### src/imq_ram.sv
`timescale 1ns / 1ps
`default_nettype none

module imq_ram #(
    parameter int WIDTH = 8,
    parameter int DEPTH = 64
) (
    input  wire logic                     clk,
    input  wire logic                     we,
    input  wire logic [$clog2(DEPTH)-1:0] waddr,
    input  wire logic [WIDTH-1:0]         wdata,
    input  wire logic                     re,
    input  wire logic [$clog2(DEPTH)-1:0] raddr,
    output      logic [WIDTH-1:0]         rdata
);

    logic [WIDTH-1:0] mem [DEPTH];
    logic [WIDTH-1:0] rdata_reg;

    // read data holds while re is low
    always_ff @(posedge clk)
    begin
        if (we)
        begin
            mem[waddr] <= wdata;
        end
        if (re)
        begin
            rdata_reg <= mem[raddr];
        end
    end

    assign rdata = rdata_reg;

endmodule

`default_nettype wire

### config.mk
export PLATFORM = sky130hd
export DESIGN_NAME = imq_ram
export DESIGN_NICKNAME = d
export VERILOG_FILES = /design/src/imq_ram.sv
export SDC_FILE = /design/constraint.sdc
export NUM_CORES = 1
export LEC_CHECK = 0
export ABC_CLOCK_PERIOD_IN_PS = 4900
export BUFFER_PORTS_ARGS = -buffer_cell sky130_fd_sc_hd__buf_4
export CORE_AREA = 3 3 160 224
export DETAILED_ROUTE_END_ITERATION = 6
export DIE_AREA = 0 0 163 227
export PLACE_DENSITY = 0.83
export SLEW_MARGIN = 20
export SYNTH_ARGS = -nofsm -noshare
export SYNTH_HDL_FRONTEND = slang
export SYNTH_SLANG_ARGS = --single-unit
### constraint.sdc
create_clock -name clk -period 4.9 [get_ports clk]
set_input_delay 0.49 -clock clk [delete_from_list [all_inputs] [get_ports clk]]
set_output_delay 0.49 -clock clk [all_outputs]
set_load 0.05 [all_outputs]
# Word-level counts from Yosys, hierarchy flattened

Memories as Yosys holds them, arrays and structs flattened. A register that Yosys moved wholly into a read port is not among the register bits.
Index checks and enable logic that the tools add are counted.

Word-level logic and storage cells: 3
Bits of input ports: 23
Memories kept: 1
Output and inout bits: 8
Flip-flop bits (word level): 0
RAM bits: 512

Memory list:

| memory | depth | width | rd ports | clocked after memory_dff | write ports | RTL line | text |
|---|---|---|---|---|---|---|---|
| mem    | 64    | 8     | 1        | 1                        | 1           | 17       | `logic [WIDTH-1:0] mem [DEPTH];` |

Mux-type cells: 2

Operators by type and width:

| operator          | number |
|---|---|
| two-way mux 1 bit | 2 |

# Depth between registers and ports, before layout

Gate-level depths: netlist of the first run.

Depth after elaboration: 2
Gate-level depth with buffers: 9
Depth with buffers taken out: 5

# Least setup slack after synthesis of the first run

Ideal clock, no wire load.

Path type: input to register
From: input port raddr[1]
To: register rdata_reg[3], in the netlist rdata[3] (read register of mem), data pin
Stages: 7
Setup time: 266 ps
Arrival: 2,030 ps
Buffers on the path: 3
Required time: 4,634 ps
Slack: 2,604 ps
Cell sequence: buf_4 -> buf_2 -> buf_2 -> mux4_2 -> mux4_2 -> o21ai_1 -> o41ai_1

RTL lines:

| element            | RTL line | text |
|---|---|---|
| start: declaration | 13       | `input wire logic [$clog2(DEPTH)-1:0] raddr,` |
| end: declaration   | 18       | `logic [WIDTH-1:0] rdata_reg;` |

==> run metrics, run 1 <==
initial antenna violation count 0; Die Width about 160 um; Seq/Total Area, Yosys 0.771; Synth area leaders edfxtp_1 (77%), mux4_2 (14%), nor2_1 (1.5%); Final ANT Viol Nets 0; setup TNS after final layout 0 ns; Crit Path Max Fanout 60; Die H 227 um; Synth Register Bits between 500 and 600; H-tree lvl count 2; internal power between 7 and 8 mW; Iter 0 DRT Violations between 1000 and 1500; number of top-level pins 31; Setup CP Type in -> reg; # DRC 3; Cells after Synth 940; crit-path cells buf_4 > buf_4 > buf_4 > mux4_2 > o221ai_1 > o21a_1 > o41ai_1; crit path launch type primary input; number of global-route vias before repair between 10000 and 15000; Initial Utilization 0.595; Clock Skew approximately 0.023 ns; CP max stage cell buf_4; wire per inst approximately 30 um; P_leak about 6.9 nW; Post-CTS Hold Fix Bufs 0; # clock sinks 520; Post-synth ARST share 0; critical path arrival ~3.2 ns; CTS tree built; Final Hold Fails 0; Mapped Nets ~960; Flop pwr share 0.550; row cnt 80; first-pass GRT wire length 65900 um; CP peak stage delay 0.70 ns; Power Dens Cells just over 400 nW/um2; fin crit period 2.92 ns; die area 37000 um2; power share of the clock group 0.398; Synth cell types 39; core box area approximately 34000 um2; Netlist Area Pre-Place ~20000 um2; post-layout util 0.655; CTS buffer count 45; switching part of the total 0.202; failing checks design-rule violations; Layout Nets between 900 and 1000; Hold WC Path Type in -> reg; fin crit share 0.596; Comb power frac 0.051; Yosys top cell area share 0.771; Yosys top cell by area edfxtp_1; Root Buffer clkbuf_16; clock latency on the worst-skew pair 0.56 ns; vias after detailed routing roughly 9800; Synth Flop Type edfxtp_1; Worst Slack Setup Final 1.98 ns; GR Util All Layers 0.245; Inst Count DP 1377; sw power ~1.8 mW; Yosys warning count 0; gpl congestion 0.832; drt via density slightly below 7; Antenna diodes 0; status finished, violations left; port bufs 30; pre-CTS worst setup slack about 1.5 ns; DRT Pass-1 Iters 7; CTS Buffer Depth 3; share of layout cells above drive strength 1 0.240; Worst Tran Pin Value 1.14 ns; Max VDD drop 0.256 mV; Post-Syn Area per Cell roughly 22 um2; crit end category register; Req. time, crit path a little over 5 ns; P&R area growth vs syn 10.1%; post-cts resize count 0; Post-Route WL 44200 um; post-route insts no fill about 1500; final setup vio count 0; max FFs per register 512; CP most frequent cell buf_4; EDFF count, synth 520; detailed-placement wirelength estimate approximately 25000 um; setup bufs post-CTS 0; Overflow after GRT 0; Slew Limit Fails 0; largest net degree at the start of global routing 72; RSZ-0062 raised after global routing false; Relative slew margins 0.237; fmax 342 MHz; max cap viols 0; Clock transition at path regs approximately 0.060 ns
==> critical path: cells and delay by family <==
kind,cells,cell delay [ns]
multiplexers,1,0.27
AO/OA/AOI/OAI,3,0.81
buffers and inverters,3,1.51
==> final cells by class <==
type | count | area, um2
Fill cell | 2136 | 11800
Timing Repair Buffer | 37 | 297
Clock inverter | 25 | 272
Sequential cell | 520 | 15600
Clock buffer | 56 | 1210
Tap cell | 451 | 564
Multi-Input combinational cell | 369 | 4330
==> placed cells by master, fill, tap and decap left out, types with 7 or more instances in the layout <==
cell type,instances
mux2i_1,23
nor2b_1,14
clkinv_1,10
mux4_2,126
o22ai_1,8
clkbuf_16,47
clkbuf_1,9
nand3_1,13
edfxtp_1,520
nand2b_1,7
buf_4,35
nand2_1,19
mux2_2,13
o221ai_1,8
nor2_1,83
==> stage by stage <==
step	area [um2]	total power [mW]	hold WS, ns
after global routing	22300	9.20	0.238
after CTS	22300	9.01	0.220
after floorplan	20200	5.32	0.589
after detailed placement	20800	5.50	0.797
final	22300	8.98	0.237
after global placement	20800	5.48	0.794
==> routing by layer <==
layer / global-route usage / vias to the layer above / part of all wire
li1: - / 3989 / -
met1: 0.326 / 4998 / 0.34
met2: 0.407 / 719 / 0.51
met3: 0.0455 / 124 / 0.096
met4: 0.101 / 0 / 0.044
met5: 0 / - / 0
==> synth_stat cells, types with 3 or more instances <==
cell,number
clkbuf_1,17
edfxtp_1,520
o2111ai_1,3
a211oi_1,4
nor2b_1,14
nand2_1,19
mux2i_1,23
nand3_1,13
nand3b_1,3
buf_1,4
buf_2,11
buf_6,4
nor3_1,7
mux4_2,126
a21oi_1,3
mux2_2,13
o2bb2ai_1,3
nor2_1,83
o22ai_1,8
o221ai_1,8
buf_4,13
nand2b_1,7
a22oi_1,3
a221oi_1,6
==> cell families after synthesis <==
logic type / after synthesis / share of synthesized area
AOI/OAI and AO/OA: 54 / 0.0206
muxes: 162 / 0.159
buffers and inverters: 51 / 0.0156
and+or+nand+nor: 153 / 0.0337
DFF: 520 / 0.771
==> power groups by stage <==
stage          Sequential (mW)  Clock (mW)  Combinational (mW)
6_report                  4.94        3.58               0.462
5_1_grt                   4.94        3.77               0.488
4_1_cts                   4.94        3.61               0.463
3_5_place_dp              5.04           0               0.457
3_3_place_gp              5.04           0               0.442
2_1_floorplan             5.06           0               0.263
==> worst paths after layout <==
kind / from / endpoint / slack [ns] / depth (start not counted)
worst min-delay path: re / rdata[5] / 0.24 / 1
worst max-delay path: raddr[1] / rdata[5] / 1.98 / 7
worst min register to register: mem[31][6] / rdata[6] / 0.97 / 3
worst max register to register: mem[2][5] / rdata[5] / 2.59 / 4
Power figures use the tool's default switching activity.
==> run 2, diff against run 1 <==
--- a/config.mk
+++ b/config.mk
@@ -5,7 +5,7 @@
 export SDC_FILE = /design/constraint.sdc
 export NUM_CORES = 1
 export LEC_CHECK = 0
-export ABC_CLOCK_PERIOD_IN_PS = 4900
+export ABC_CLOCK_PERIOD_IN_PS = 2750
 export BUFFER_PORTS_ARGS = -buffer_cell sky130_fd_sc_hd__buf_4
 export CORE_AREA = 3 3 160 224
 export DETAILED_ROUTE_END_ITERATION = 6
==> constraint.sdc (replaced) <==
create_clock -name clk -period 2.75 [get_ports clk]
set_input_delay 0.275 -clock clk [delete_from_list [all_inputs] [get_ports clk]]
set_output_delay 0.275 -clock clk [all_outputs]
set_load 0.05 [all_outputs]
==> run 2 against run 1 <==
Compared with the run above: sequential power increased by 78%; core utilization up 2.1 points; the flow now finishes without violations; sequential share of layout area fell by 2.2 points.
==> run metrics, run 2 (synthesized netlist as in run 1, its figures left out) <==
Power Dens Cells 704 nW/um2 (+75%); largest net degree at the start of global routing 65 (-9.7%); dpl cell area 21500 um2 (+3.3%); setup TNS after final layout 0 ns (unchanged); Max VDD drop 0.455 mV (+78%); Overflow after GRT 0 (unchanged); # clock sinks 520 (unchanged); crit path launch type register; Buf/Inv on CP 0 (-3); Initial Utilization 0.595 (unchanged); post-cts resize count 0 (unchanged); CP max stage cell mux4_2; number of top-level pins 31 (unchanged); gpl congestion 0.858 (+3.1%); first-pass GRT wire length 69600 um (+5.6%); status completed; fin crit period 2.16 ns; Req. time, crit path 3.04 ns (-2.14 ns); max FFs per register 512 (unchanged); Final ANT Viol Nets 0 (unchanged); most frequent cells in the layout edfxtp_1 (520), mux4_2 (126), buf_4 (112); wire per inst 30.3 um (about the same); CTS Buffer Depth 3 (unchanged); port bufs 30 (unchanged); Die Width 163 um (unchanged); Root Buffer clkbuf_16; Crit Path Max Fanout 1 (-98%); max cap viols 0 (unchanged); Hold WC Path Type in -> reg; share of layout cells above drive strength 1 0.302 (+0.0612); Antenna diodes 0 (unchanged); Layout Nets 1079 (+8.3%); Iter 0 DRT Violations 1333 (+16%); final setup vio count 0 (unchanged); GR Util All Layers 0.261 (+0.0162); crit-path cells mux4_2 > mux2_2 > o221a_2 > nor3_1 > o32ai_1; CP peak stage delay 0.49 ns (-0.21 ns); H-tree lvl count 2 (unchanged); Reg2Reg Capture Point rdata[4]; RSZ-0062 raised after global routing false; vias after detailed routing 10300 (+4.3%); Setup CP Type reg -> reg; fin crit share 0.786; Final Hold Fails 0 (unchanged); Post-Route WL 46800 um (+5.8%); initial antenna violation count 0 (unchanged); hold path startpoint re; internal reg-to-reg setup slack 0.59 ns (-2.00 ns); worst hold endpoint rdata[7]; commonest non-fill, non-tap cell in the layout edfxtp_1; R2R cell count 5 (+1); CTS buffer count 45 (unchanged); P&R area growth vs syn 13.7%; area of the multi-input gates 4320 um2 (-0.23%); Die H 227 um (unchanged); # DRC 0 (-3); hold path depth 1 (unchanged); Layout fillers 1989 (-6.9%); DRT Pass-1 Iters 5 (-2); worst r2r src mem[24][4]; fmax 462 MHz; drt via density 6.65 (-1.4%); Post-CTS Hold Fix Bufs 0 (unchanged); CTS tree built; Clock Skew 0.0149 ns (-0.00801 ns); row cnt 80 (unchanged); Clock transition at path regs 0.07 ns (about the same); Worst Tran Pin Value 0.771 ns (-0.369 ns); crit end category register; critical path arrival 2.45 ns (-0.75 ns); setup bufs post-CTS 0 (unchanged); number of global-route vias before repair 10700 (+5.8%); die area 37000 um2 (unchanged); clock latency on the worst-skew pair 0.56 ns (about the same); final instance area 23000 um2 (+3.3%); core box area 34000 um2 (unchanged); P_leak 7.36 nW (+7.2%); Relative slew margins 0.484 (+0.247); Slew Limit Fails 0 (unchanged); Reg area 15600 um2 (unchanged); detailed-placement wirelength estimate 27100 um (+6.8%); CP delay by family, top multiplexers
## run 2: changes by cell type in the layout (fill, tap and decap cells not counted), sizes merged
cell      previous run  this run
clkinvlp             2         1
clkbuf              57        51
clkinv              16        23
buf                 36       119
bufinv               6         7
## run 2: area by class of cell
cell class,count,share of cell area
clock buffer,50,0.0516
multi-input combinational,369,0.188
sequential,520,0.679
clock inverter,32,0.0146
tap,451,0.0245
timing repair buffer,120,0.0432
## run 2: worst max-delay path by stage
stage	end	cells after the start	from
2_1_floorplan	rdata[3]	7	raddr[1]
3_3_place_gp	rdata[4]	6	raddr[0]
3_5_place_dp	rdata[4]	6	raddr[0]
4_1_cts	rdata[4]	5	mem[24][4]
5_1_grt	rdata[4]	5	mem[24][4]
6_report	rdata[4]	5	mem[24][4]
## run 2: power breakdown
| part | total [mW] | switching, mW | internal [mW] |
|---|---|---|---|
| Combinational | 0.880 | 0.544 | 0.335 |
| Sequential | 8.81 | 0.0218 | 8.79 |
| Clock | 6.51 | 2.74 | 3.77 |
| Total | 16.2 | 3.31 | 12.9 |
## run 2: per-layer routing
layer | global-route usage | share of wire
met4 | 0.112 | 0.046
met1 | 0.329 | 0.33
met3 | 0.0426 | 0.093
met2 | 0.455 | 0.54
met5 | 0 | 0
## run 2: metrics by stage
stage	total power, mW	utilization	hold slack, ns	setup slack [ns]	std cells
after CTS	16.2	0.676	0.0112	0.578	1542
after global routing	16.6	0.676	0.0121	0.540	1542
after detailed placement	9.84	0.631	0.581	0.202	1460
final	16.2	0.676	0.0235	0.587	1542
after floorplan	9.48	-	0.374	0.669	940
after global placement	9.81	0.631	0.589	0.251	1460
